### src/sv/dotg_pkg.sv
// dotg_pkg: constants, widths and month table for the day offset to date unit
// no dependencies

`timescale 1ns / 1ps

package dotg_pkg;

    localparam int OFFSET_BITS_DEF = 24;

    localparam int YEAR_W  = 16;
    localparam int MONTH_W = 4;
    localparam int DOM_W   = 5;
    localparam int DOY_W   = 9;
    localparam int WDAY_W  = 3;

    localparam int EPOCH_DAYS  = -577734;
    localparam int DAYS_400Y   = 365 * 400 + 100 - 3;
    localparam int DAYS_100Y   = 365 * 100 + 25 - 1;
    localparam int DAYS_4Y     = 365 * 4 + 1;
    localparam int DAYS_1Y     = 365;
    localparam int DAYS_WEEK   = 7;
    // 1 jan of year 1 counted from 1 mar of year 0
    localparam int MARCH_SHIFT = 306;
    localparam int DAYS_JAN_FEB = 59;

    // day within the 400-year era and its derived widths
    localparam int DOE_W  = 18;
    localparam int REM_W  = 20;
    localparam int YOE_W  = 9;
    localparam int MP_W   = 4;
    localparam int ERA_SH = 17;

    // month index counted from march
    localparam logic [MP_W-1:0] MP_JAN      = 4'd10;
    localparam logic [MP_W-1:0] MP_TO_MONTH = 4'd3;
    localparam logic [MP_W-1:0] MP_WRAP     = 4'd9;
    localparam int              MONTHS      = 12;

    // exact reciprocals for 18-bit dividends
    localparam int RCP_W    = 19;
    localparam int PROD_W   = DOE_W + RCP_W;
    localparam int SH_1460  = 29;
    localparam int SH_36524 = 34;
    localparam int SH_7     = 21;
    localparam int SH_365   = 27;

    localparam logic [RCP_W-1:0] RCP_1460 =
        RCP_W'(((longint'(1) << SH_1460) + longint'(DAYS_4Y - 2)) / longint'(DAYS_4Y - 1));
    localparam logic [RCP_W-1:0] RCP_36524 =
        RCP_W'(((longint'(1) << SH_36524) + longint'(DAYS_100Y - 1)) / longint'(DAYS_100Y));
    localparam logic [RCP_W-1:0] RCP_7 =
        RCP_W'(((longint'(1) << SH_7) + longint'(DAYS_WEEK - 1)) / longint'(DAYS_WEEK));
    localparam logic [RCP_W-1:0] RCP_365 =
        RCP_W'(((longint'(1) << SH_365) + longint'(DAYS_1Y - 1)) / longint'(DAYS_1Y));

    // first day of each month counted from 1 mar
    function automatic logic [DOY_W-1:0] mar_month_start(input logic [MP_W-1:0] idx);
        logic [DOY_W-1:0] res;
        case (idx)
            4'd0:    res = 9'd0;
            4'd1:    res = 9'd31;
            4'd2:    res = 9'd61;
            4'd3:    res = 9'd92;
            4'd4:    res = 9'd122;
            4'd5:    res = 9'd153;
            4'd6:    res = 9'd184;
            4'd7:    res = 9'd214;
            4'd8:    res = 9'd245;
            4'd9:    res = 9'd275;
            4'd10:   res = 9'd306;
            4'd11:   res = 9'd337;
            default: res = 9'd0;
        endcase
        return res;
    endfunction

endpackage

### src/sv/dotg_req_if.sv
// dotg_req_if: request channel carrying a signed day offset
// depends on dotg_pkg

`timescale 1ns / 1ps

interface dotg_req_if #(
    parameter int OFFSET_BITS = dotg_pkg::OFFSET_BITS_DEF
);
    logic                          valid;
    logic                          ready;
    logic signed [OFFSET_BITS-1:0] day_offset;

    modport source (output valid, output day_offset, input ready);
    modport sink   (input valid, input day_offset, output ready);
endinterface

### src/sv/dotg_res_if.sv
// dotg_res_if: result channel carrying the calendar date fields
// depends on dotg_pkg

`timescale 1ns / 1ps

interface dotg_res_if;
    import dotg_pkg::*;

    logic                     valid;
    logic                     ready;
    logic signed [YEAR_W-1:0] year;
    logic [MONTH_W-1:0]       month;
    logic [DOM_W-1:0]         day_of_month;
    logic [DOY_W-1:0]         day_of_year;
    logic [WDAY_W-1:0]        weekday;

    modport source (output valid, output year, output month, output day_of_month,
                    output day_of_year, output weekday, input ready);
    modport sink   (input valid, input year, input month, input day_of_month,
                    input day_of_year, input weekday, output ready);
endinterface

### src/sv/day_offset_to_gregorian_date_unit.sv
// Converts a signed day offset from 14 Oct 1582 into the proleptic Gregorian
// year, month, day of month, day of year and weekday (1 is Sunday). The unit is a
// pipeline of eleven registers: a request is taken in every cycle unless the result
// side stalls, and the constant-reciprocal divisions (400-year era, years within the
// era) and the month search are spread over the stages. Stages hold their data and
// close bubbles when the result side stalls. The year wraps to its low 16 bits; all
// other fields are exact for any OFFSET_BITS.
// depends on dotg_pkg, dotg_req_if, dotg_res_if

`timescale 1ns / 1ps

module day_offset_to_gregorian_date_unit #(
    parameter int OFFSET_BITS = dotg_pkg::OFFSET_BITS_DEF
) (
    input  logic         i_clk,
    input  logic         i_rst_n,
    dotg_req_if.sink     i_req,
    dotg_res_if.source   o_res
);
    import dotg_pkg::*;

    localparam int ZW    = OFFSET_BITS + 2;
    localparam int AW    = ZW - ERA_SH;
    localparam int NWORK = 10;
    localparam int LAST  = NWORK;

    // bias keeps the day count non-negative for the era division
    localparam longint NB = ((longint'(1) << (OFFSET_BITS - 1)) + longint'(DAYS_400Y) - 1)
                            / longint'(DAYS_400Y);
    localparam logic [ZW-1:0] ZOFS =
        ZW'(NB * longint'(DAYS_400Y) + longint'(MARCH_SHIFT) - longint'(EPOCH_DAYS));
    localparam logic [YEAR_W-1:0] NB16  = YEAR_W'(NB);
    localparam logic [AW-1:0]     R_ERA = AW'((longint'(1) << ZW) / longint'(DAYS_400Y));
    localparam logic [DOE_W-1:0]  D400  = DOE_W'(DAYS_400Y);
    localparam logic [DOE_W-1:0]  D400M = DOE_W'(DAYS_400Y - 1);
    localparam logic [REM_W-1:0]  D400R = REM_W'(DAYS_400Y);
    localparam logic [REM_W-1:0]  D800R = REM_W'(2 * DAYS_400Y);

    typedef struct packed {
        logic signed [OFFSET_BITS-1:0] ofs;
        logic [ZW-1:0]                 zb;
        logic [AW-1:0]                 qe;
        logic [REM_W-1:0]              rem;
        logic [DOE_W-1:0]              doe;
        logic [YEAR_W-1:0]             era;
        logic [6:0]                    q1460;
        logic [2:0]                    q36524;
        logic                          top;
        logic [14:0]                   q7;
        logic [YEAR_W-1:0]             y400;
        logic [DOE_W-1:0]              t;
        logic [WDAY_W-1:0]             wd;
        logic [YOE_W-1:0]              yoe;
        logic [DOY_W-1:0]              doy;
        logic [MP_W-1:0]               mp;
    } t_work;

    typedef struct packed {
        logic [YEAR_W-1:0]  year;
        logic [MONTH_W-1:0] month;
        logic [DOM_W-1:0]   dom;
        logic [DOY_W-1:0]   doy;
        logic [WDAY_W-1:0]  wd;
    } t_res;

    t_work            r_pipe [NWORK];
    t_work            n_pipe [NWORK];
    t_res             r_res;
    t_res             n_res;
    logic [LAST:0]    r_vld;
    logic [LAST:0]    en;

    logic [2*AW-1:0]    s2_prod;
    logic [AW+17:0]     s3_qd;
    logic               s4_ge1;
    logic               s4_ge2;
    logic [PROD_W-1:0]  s5_p1460;
    logic [PROD_W-1:0]  s5_p36524;
    logic [DOE_W-1:0]   s5_doe3;
    logic [PROD_W-1:0]  s5_p7;
    logic [DOE_W-1:0]   s6_doe3;
    logic [DOE_W-1:0]   s6_q7x7;
    logic [DOE_W-1:0]   s6_wrem;
    logic [PROD_W-1:0]  s7_p365;
    logic [DOE_W-1:0]   s8_sub;
    logic [DOE_W-1:0]   s8_doy;
    logic [1:0]         s8_c100;
    logic [MP_W-1:0]    s9_cnt;
    logic               s10_jf;
    logic [YOE_W-1:0]   s10_ty;
    logic               s10_leap;
    logic [DOY_W-1:0]   s10_dom;

    // stall chain: a stage moves when it is empty or the next one moves
    always_comb begin
        en[LAST] = !r_vld[LAST] || o_res.ready;
        for (int k = LAST - 1; k >= 0; k--) begin
            en[k] = !r_vld[k] || en[k+1];
        end
    end

    assign i_req.ready = en[0];

    assign s2_prod   = r_pipe[1].zb[ZW-1:ERA_SH] * R_ERA;
    assign s3_qd     = r_pipe[2].qe * D400;
    assign s4_ge2    = r_pipe[3].rem >= D800R;
    assign s4_ge1    = r_pipe[3].rem >= D400R;
    assign s5_p1460  = r_pipe[4].doe * RCP_1460;
    assign s5_p36524 = r_pipe[4].doe * RCP_36524;
    assign s5_doe3   = r_pipe[4].doe + DOE_W'(3);
    assign s5_p7     = s5_doe3 * RCP_7;
    assign s6_doe3   = r_pipe[5].doe + DOE_W'(3);
    assign s6_q7x7   = r_pipe[5].q7 * DOE_W'(DAYS_WEEK);
    assign s6_wrem   = s6_doe3 - s6_q7x7;
    assign s7_p365   = r_pipe[6].t * RCP_365;
    assign s8_c100   = 2'(r_pipe[7].yoe >= YOE_W'(100)) + 2'(r_pipe[7].yoe >= YOE_W'(200))
                     + 2'(r_pipe[7].yoe >= YOE_W'(300));
    assign s8_sub    = r_pipe[7].yoe * DOE_W'(DAYS_1Y) + DOE_W'(r_pipe[7].yoe >> 2)
                     - DOE_W'(s8_c100);
    assign s8_doy    = r_pipe[7].doe - s8_sub;

    always_comb begin
        s9_cnt = '0;
        for (int k = 1; k < MONTHS; k++) begin
            if (r_pipe[8].doy >= mar_month_start(MP_W'(k))) begin
                s9_cnt = s9_cnt + MP_W'(1);
            end
        end
    end

    assign s10_jf   = r_pipe[9].mp >= MP_JAN;
    assign s10_ty   = r_pipe[9].yoe + YOE_W'(s10_jf);
    assign s10_leap = (s10_ty[1:0] == 2'd0) && (s10_ty != YOE_W'(100))
                   && (s10_ty != YOE_W'(200)) && (s10_ty != YOE_W'(300));
    assign s10_dom  = r_pipe[9].doy - mar_month_start(r_pipe[9].mp) + DOY_W'(1);

    always_comb begin
        n_pipe[0]     = r_pipe[0];
        n_pipe[0].ofs = i_req.day_offset;
        for (int k = 1; k < NWORK; k++) begin
            n_pipe[k] = r_pipe[k-1];
        end

        // rebase to days since 1 mar of year 0, biased non-negative
        n_pipe[1].zb = ZW'(r_pipe[0].ofs) + ZOFS;

        // era estimate from the upper bits, low by at most two
        n_pipe[2].qe = s2_prod[2*AW-1:AW];

        n_pipe[3].rem = r_pipe[2].zb[REM_W-1:0] - s3_qd[REM_W-1:0];

        if (s4_ge2) begin
            n_pipe[4].doe = DOE_W'(r_pipe[3].rem - D800R);
            n_pipe[4].era = YEAR_W'(r_pipe[3].qe) + YEAR_W'(2) - NB16;
        end else if (s4_ge1) begin
            n_pipe[4].doe = DOE_W'(r_pipe[3].rem - D400R);
            n_pipe[4].era = YEAR_W'(r_pipe[3].qe) + YEAR_W'(1) - NB16;
        end else begin
            n_pipe[4].doe = DOE_W'(r_pipe[3].rem);
            n_pipe[4].era = YEAR_W'(r_pipe[3].qe) - NB16;
        end

        n_pipe[5].q1460  = s5_p1460[SH_1460 +: 7];
        n_pipe[5].q36524 = s5_p36524[SH_36524 +: 3];
        n_pipe[5].top    = r_pipe[4].doe == D400M;
        n_pipe[5].q7     = s5_p7[SH_7 +: 15];
        n_pipe[5].y400   = r_pipe[4].era * YEAR_W'(400);

        n_pipe[6].t  = r_pipe[5].doe - DOE_W'(r_pipe[5].q1460) + DOE_W'(r_pipe[5].q36524)
                     - DOE_W'(r_pipe[5].top);
        n_pipe[6].wd = s6_wrem[WDAY_W-1:0] + WDAY_W'(1);

        n_pipe[7].yoe = s7_p365[SH_365 +: YOE_W];

        n_pipe[8].doy = s8_doy[DOY_W-1:0];

        n_pipe[9].mp = s9_cnt;

        n_res.year  = r_pipe[9].y400 + YEAR_W'(r_pipe[9].yoe) + YEAR_W'(s10_jf);
        n_res.month = s10_jf ? MONTH_W'(r_pipe[9].mp - MP_WRAP)
                             : MONTH_W'(r_pipe[9].mp + MP_TO_MONTH);
        n_res.dom   = s10_dom[DOM_W-1:0];
        n_res.doy   = s10_jf ? r_pipe[9].doy - DOY_W'(MARCH_SHIFT - 1)
                             : r_pipe[9].doy + DOY_W'(DAYS_JAN_FEB + 1) + DOY_W'(s10_leap);
        n_res.wd    = r_pipe[9].wd;
    end

    always_ff @(posedge i_clk) begin
        if (!i_rst_n) begin
            r_vld <= '0;
        end else begin
            if (en[0]) begin
                r_vld[0] <= i_req.valid;
            end
            for (int k = 1; k <= LAST; k++) begin
                if (en[k]) begin
                    r_vld[k] <= r_vld[k-1];
                end
            end
        end
    end

    always_ff @(posedge i_clk) begin
        for (int k = 0; k < NWORK; k++) begin
            if (en[k]) begin
                r_pipe[k] <= n_pipe[k];
            end
        end
        if (en[LAST]) begin
            r_res <= n_res;
        end
    end

    assign o_res.valid        = r_vld[LAST];
    assign o_res.year         = signed'(r_res.year);
    assign o_res.month        = r_res.month;
    assign o_res.day_of_month = r_res.dom;
    assign o_res.day_of_year  = r_res.doy;
    assign o_res.weekday      = r_res.wd;

endmodule

### src/flat_wrapper.sv
// flat-port wrapper written by rule: the top's interface ports become plain ports
module day_offset_to_gregorian_date_unit_flat import dotg_pkg::*;
#(
    parameter int OFFSET_BITS = dotg_pkg::OFFSET_BITS_DEF
)
  (i_clk, i_rst_n, i_req_valid, i_req_day_offset, i_req_ready, o_res_valid, o_res_year, o_res_month, o_res_day_of_month, o_res_day_of_year, o_res_weekday, o_res_ready);
  dotg_req_if #(.OFFSET_BITS(OFFSET_BITS)) i_req_i ();
  dotg_res_if o_res_i ();
  input  logic i_clk;
  input  logic i_rst_n;
  input wire logic [$bits(i_req_i.valid)-1:0] i_req_valid;
  input wire logic [$bits(i_req_i.day_offset)-1:0] i_req_day_offset;
  output wire logic [$bits(i_req_i.ready)-1:0] i_req_ready;
  output wire logic [$bits(o_res_i.valid)-1:0] o_res_valid;
  output wire logic [$bits(o_res_i.year)-1:0] o_res_year;
  output wire logic [$bits(o_res_i.month)-1:0] o_res_month;
  output wire logic [$bits(o_res_i.day_of_month)-1:0] o_res_day_of_month;
  output wire logic [$bits(o_res_i.day_of_year)-1:0] o_res_day_of_year;
  output wire logic [$bits(o_res_i.weekday)-1:0] o_res_weekday;
  input wire logic [$bits(o_res_i.ready)-1:0] o_res_ready;
  assign i_req_i.valid = i_req_valid;
  assign i_req_i.day_offset = i_req_day_offset;
  assign i_req_ready = i_req_i.ready;
  assign o_res_valid = o_res_i.valid;
  assign o_res_year = o_res_i.year;
  assign o_res_month = o_res_i.month;
  assign o_res_day_of_month = o_res_i.day_of_month;
  assign o_res_day_of_year = o_res_i.day_of_year;
  assign o_res_weekday = o_res_i.weekday;
  assign o_res_i.ready = o_res_ready;
  day_offset_to_gregorian_date_unit #(.OFFSET_BITS(OFFSET_BITS)) u_core (.i_clk(i_clk), .i_rst_n(i_rst_n), .i_req(i_req_i), .o_res(o_res_i));
endmodule
### config.mk
export PLATFORM = sky130hd
export DESIGN_NAME = day_offset_to_gregorian_date_unit_flat
export DESIGN_NICKNAME = d
export VERILOG_FILES = /design/src/sv/dotg_pkg.sv /design/src/sv/dotg_req_if.sv /design/src/sv/dotg_res_if.sv /design/src/sv/day_offset_to_gregorian_date_unit.sv /design/src/flat_wrapper.sv
export SDC_FILE = /design/constraint.sdc
export NUM_CORES = 2
export LEC_CHECK = 0
export BUFFER_PORTS_ARGS = -buffer_cell sky130_fd_sc_hd__buf_2
export CAP_MARGIN = 20
export CORE_MARGIN = 2
export CORE_UTILIZATION = 34
export DETAILED_ROUTE_END_ITERATION = 12
export HOLD_SLACK_MARGIN = 0.02
export PLACE_DENSITY = 0.44
export SYNTH_ARGS = -nofsm -noshare
export SYNTH_HDL_FRONTEND = slang
export SYNTH_SLANG_ARGS = --single-unit
### constraint.sdc
create_clock -name i_clk -period 7.48 [get_ports i_clk]
set_input_delay 1.87 -clock i_clk [delete_from_list [all_inputs] [get_ports i_clk]]
set_output_delay 1.87 -clock i_clk [all_outputs]
set_load 0.01 [all_outputs]
After elaboration in Yosys (flattened, before gate mapping)
Memories as Yosys holds them, arrays and structs flattened.
Index checks and enable logic that the tools add are counted.
- flip-flop bits (word level): 48
- latch bits: 0
- RAM bits: 1980
- bits in read-only memories: 144
- bits of input ports: 28
- output and inout bits: 39
- logic and storage cells: 150
- memories: 2
- memories (name ; depth ; bits a word ; rd ports ; clocked after Yosys merged registers in ; wr ports ; line ; text):
    u_core.r_pipe ; 10 ; 198 ; 10 ; 0 ; 10 ; day_offset_to_gregorian_date_unit.sv:66 ; t_work r_pipe [NWORK];
    (no name shown) ; 16 ; 9 ; 1 ; 0 ; 0 ; dotg_pkg.sv:59 ; case (idx)
- $add $sub $neg: 41
- $mul: 9
- divide/modulo/power cells: 0
- $lt $le $gt $ge: 17
- equality and inequality tests: 4
- shift-type cells: 0
- multiplexer cells: 35
- bitwise gates (word level): 0
- reductions and logical operators: 26
- operators by type and width (kind ; number):
    $mux 34 ; 2
    $mul 18x16->33 const B ; 2
    $ge 9x8->1 const B ; 5
    $mux 4 ; 11
    $mul 18x19->37 const B ; 1
    $add 4x1->4 const B ; 9
    $ge 9x9->1 const B ; 4
    $mul 18x18->35 const B ; 1
    $sub 16x6->16 const B ; 2
    $ge 9x7->1 const B ; 3
    $add 24x25->26 const B ; 1
    $mux 1 ; 21
    $ge 20x18->1 const B ; 1
    $ge 20x19->1 const B ; 1
    $mul 9x18->20 const B ; 1
    $sub 20x20->20 ; 1
    $add 18x2->18 const B ; 1
    $add 18x3->18 ; 1
    $add 9x1->9 ; 2
    $eq 18x18->1 const B ; 1
    $mul 9x9->18 const B ; 1
    $sub 18x1->18 ; 1
    $sub 18x15->18 const B ; 1
    $sub 18x18->18 const B ; 1
    other kinds (35) ; 57

Logic depth before layout (Yosys ltp)
An unclocked memory read counts as a cell.
- depth after elaboration: 23
- mapped depth: 29

Worst setup path before layout
No wires, ideal clock.
- path type: register to register
- start: memory u_core.r_pipe[4][109] (netlist name)
- end: memory u_core.r_pipe[5][84] (netlist name), data pin
- setup time: 0.260 ns
- arrival time: 6.335 ns
- required time: 7.220 ns
- slack: 0.885 ns
- cell stages (with the launch flop): 22
- buffers on the path: 0
- period minus slack after synthesis: 6.595 ns
- cells stage by stage: edfxtp_1 ha_1 inv_1 fa_1 inv_1 fa_1 fa_1 fa_1 inv_1 fa_1 inv_1 ha_1 a21o_1 a21o_1 a211o_1 a2111oi_0 o21ai_1 a31oi_1 o21ai_1 or4_1 a31oi_1 xnor2_1
- RTL lines (element ; line):
    from (decl) ; day_offset_to_gregorian_date_unit.sv:66

==> impl_metrics.env <==
export IMPL_finalSetupViolCount=0
export IMPL_synth_seq_cells=374
export IMPL_finalHoldViolations=0
export IMPL_cts_setup_buffers=0
export IMPL_busiest_layer="met2"
export IMPL_synth_edf_count=363
export IMPL_outcome="completed"
export IMPL_die_y_um=351
export IMPL_routed_via_count=24288
export IMPL_final_common_cell="inv_1"
export IMPL_fin_crit_sh=0.893
export IMPL_routabilityCongestion=0.828
export IMPL_clk_pin_slew_ns=0.06
export IMPL_drive_above_1_share=0.0559
export IMPL_cp_data_arrival_time_ns=7.04
export IMPL_ant_nets=0
export IMPL_numCtsBuffers=46
export IMPL_synth_nets=4943
export IMPL_cts_tree="yes"
export IMPL_fin_crit_ns=6.68
export IMPL_detail_route_wl_per_cell_um=16.4
export IMPL_worst_pin_slew_ns=1.06
export IMPL_layout_common_cells="967 x inv_1, 763 x ha_1, 479 x fa_1"
export IMPL_slowest_stage="edfxtp_1"
export IMPL_worstSetupStartpointType="flop"
export IMPL_overflow=0
export IMPL_crit_fanout=8
export IMPL_wl_mm=89.4
export IMPL_path_cells="buf_4 -> ha_1 -> inv_1 -> fa_1 -> inv_1 -> fa_1 -> fa_1 -> fa_1 -> inv_1 -> fa_1 -> inv_1 -> ha_1 -> a21o_1 -> a21o_1 -> a211o_1 -> a2111oi_0 -> o21ai_1 -> a31oi_1 -> o21ai_1 -> or4_1 -> a31oi_1 -> xnor2_1"
export IMPL_hold_path_class="reg2reg"
export IMPL_nets=5080
export IMPL_synthDistinctLibCells=87
export IMPL_hpwl_mm=75.9
export IMPL_min_path_cells=0
export IMPL_antenna_found_initial=2
export IMPL_yosysWarnings=0
export IMPL_final_util=0.377
export IMPL_diodes=0
export IMPL_area_delta_synth_final_pct=10.2
export IMPL_track_usage=0.153
export IMPL_fmax_mhz=150
export IMPL_synthFlopType="edfxtp_1"
export IMPL_synthCells=3673
export IMPL_synth_top_area_cell="edfxtp_1"
export IMPL_async_flop_share=0
export IMPL_fin_tns_setup_ns=0
export IMPL_cts_resized=0
export IMPL_cts_root_buffer="clkbuf_16"
export IMPL_dieArea_um2=123000
export IMPL_clk_latency_ns=0.62
export IMPL_synth_area_leaders="edfxtp_1 27%, fa_1 23%, ha_1 23%, inv_1 8.9%, xnor2_1 3.9%"
export IMPL_max_stage_delay_ns=0.55
export IMPL_crit_top_cell="fa_1"
export IMPL_first_iter_violations=1013
export IMPL_cts_root_to_sink_buffers=3
export IMPL_grt_first_pass_wirelength_mm=147
export IMPL_grt_pass1_vias=26153
export IMPL_drtPass1Iterations=5
export IMPL_finClkSkew_ns=0.0497
export IMPL_ys_seq_area_frac=0.271
export IMPL_yosysTopAreaCellShare=0.266
export IMPL_rows=127
export IMPL_required_ns=7.84
export IMPL_rsz0062_at_grt="false"
export IMPL_syn_avg_cell_area_um2=11.2
export IMPL_drt_vias_per_instance=4.45
export IMPL_port_buffers=66
export IMPL_cts_max_level=2
export IMPL_slew_headroom=0.296
export IMPL_syn_cell_area_um2=41000
export IMPL_crit_type="reg2reg"
export IMPL_die_w_um=351
export IMPL_route_detailed_drc=0
export IMPL_grt_max_degree=45
export IMPL_grt_use_met2=0.256
export IMPL_initial_core_util=0.342
export IMPL_worst_hold_slack_ns=0.414
export IMPL_endpoint_kind="flop"
export IMPL_maxSlewViolCount=0
export IMPL_cts_hold_buf=0
export IMPL_ios=67
export IMPL_core_um2=120000
export IMPL_grt_use_met3=0.0176
export IMPL_grtUsageMet1=0.215
export IMPL_rr_worst_depth=22
export IMPL_cts_sinks=374
export IMPL_n_fill_cell=11907
export IMPL_maxCapViolCount=0
==> area by class of cell <==
class,count,area (um2),area share
Timing Repair Buffer,120,756,0.0167
Sequential cell,374,11100,0.246
Inverter,971,3640,0.0807
Tap cell,1612,2020,0.0447
Multi-Input combinational cell,2297,26100,0.578
Clock inverter,21,287,0.00635
Clock buffer,61,1250,0.0276
==> flip-flops by register name, indices dropped and copies added, names as in the netlist <==
| name | flops |
|---|---|
| u_core.o_res.day_of_month | 5 |
| u_core.o_res.day_of_year | 9 |
| u_core.o_res.month | 4 |
| u_core.o_res.weekday | 3 |
| u_core.o_res.year | 16 |
| u_core.r_pipe | 326 |
| u_core.r_vld | 11 |
==> cell families (layout without fill, tap and decap cells) <==
group / after synthesis / count (layout) / synth area share
simple gates: 422 / 422 / 0.0506
xor+xnor: 253 / 253 / 0.0563
buf+inv: 1002 / 1173 / 0.0923
mux: 11 / 11 / 0.00278
flops: 374 / 374 / 0.271
compound gates: 369 / 369 / 0.0595
fa+ha+maj: 1242 / 1242 / 0.467
==> path summary, 6_finish.rpt <==
path	start	endpoint	slack, ns
setup / recovery	u_core.r_pipe[4][106]	u_core.r_pipe[5][84]	0.80
hold reg to reg	u_core.r_pipe[6][23]	u_core.r_pipe[7][23]	0.41
hold / removal	u_core.r_pipe[6][23]	u_core.r_pipe[7][23]	0.41
setup reg to reg	u_core.r_pipe[4][106]	u_core.r_pipe[5][84]	0.80
==> through the flow <==
stage	cells	setup slack, ns	instance area (um2)
final	5456	0.797	45100
after global routing	5456	0.272	45100
after CTS	5455	0.759	45100
after detailed placement	5373	0.695	43600
after global placement	5373	0.832	43600
after floorplan	3673	0.885	41000
==> synthesized netlist by cell type (all sizes together) (10+ instances only) <==
library cell,instances
inv,970
ha,763
fa,479
edfxtp,363
xnor2,188
nand2,108
nor2,107
a21oi,99
o21ai,86
xor2,64
a21o,43
nand3,42
nor3,33
nor2b,26
clkbuf,24
nand4,24
o21a,19
o21bai,19
nand2b,17
and3,14
a211oi,12
and2,12
dfxtp,11
a31oi,10
or3,10
==> worst max-delay path, delay by kind of cell, from the launching register on <==
kind | cells | cell delay (ns)
buffers and inverters | 5 | 0.43
XOR/XNOR | 1 | 0.08
AO/OA/AOI/OAI | 8 | 1.89
AND/OR/NAND/NOR | 1 | 0.44
adder cells (fa/ha/maj) | 7 | 3.05
flip-flops | 1 | 0.55
==> routing by layer <==
layer / share of wire / wire length, um
met1: 0.49 / 43400
met4: 0.016 / 1420
met5: 0 / 0
met2: 0.47 / 42300
met3: 0.026 / 2310
Power is not shown: default switching activity piles up to over one toggle a cycle in this logic, so the estimate is an artifact.
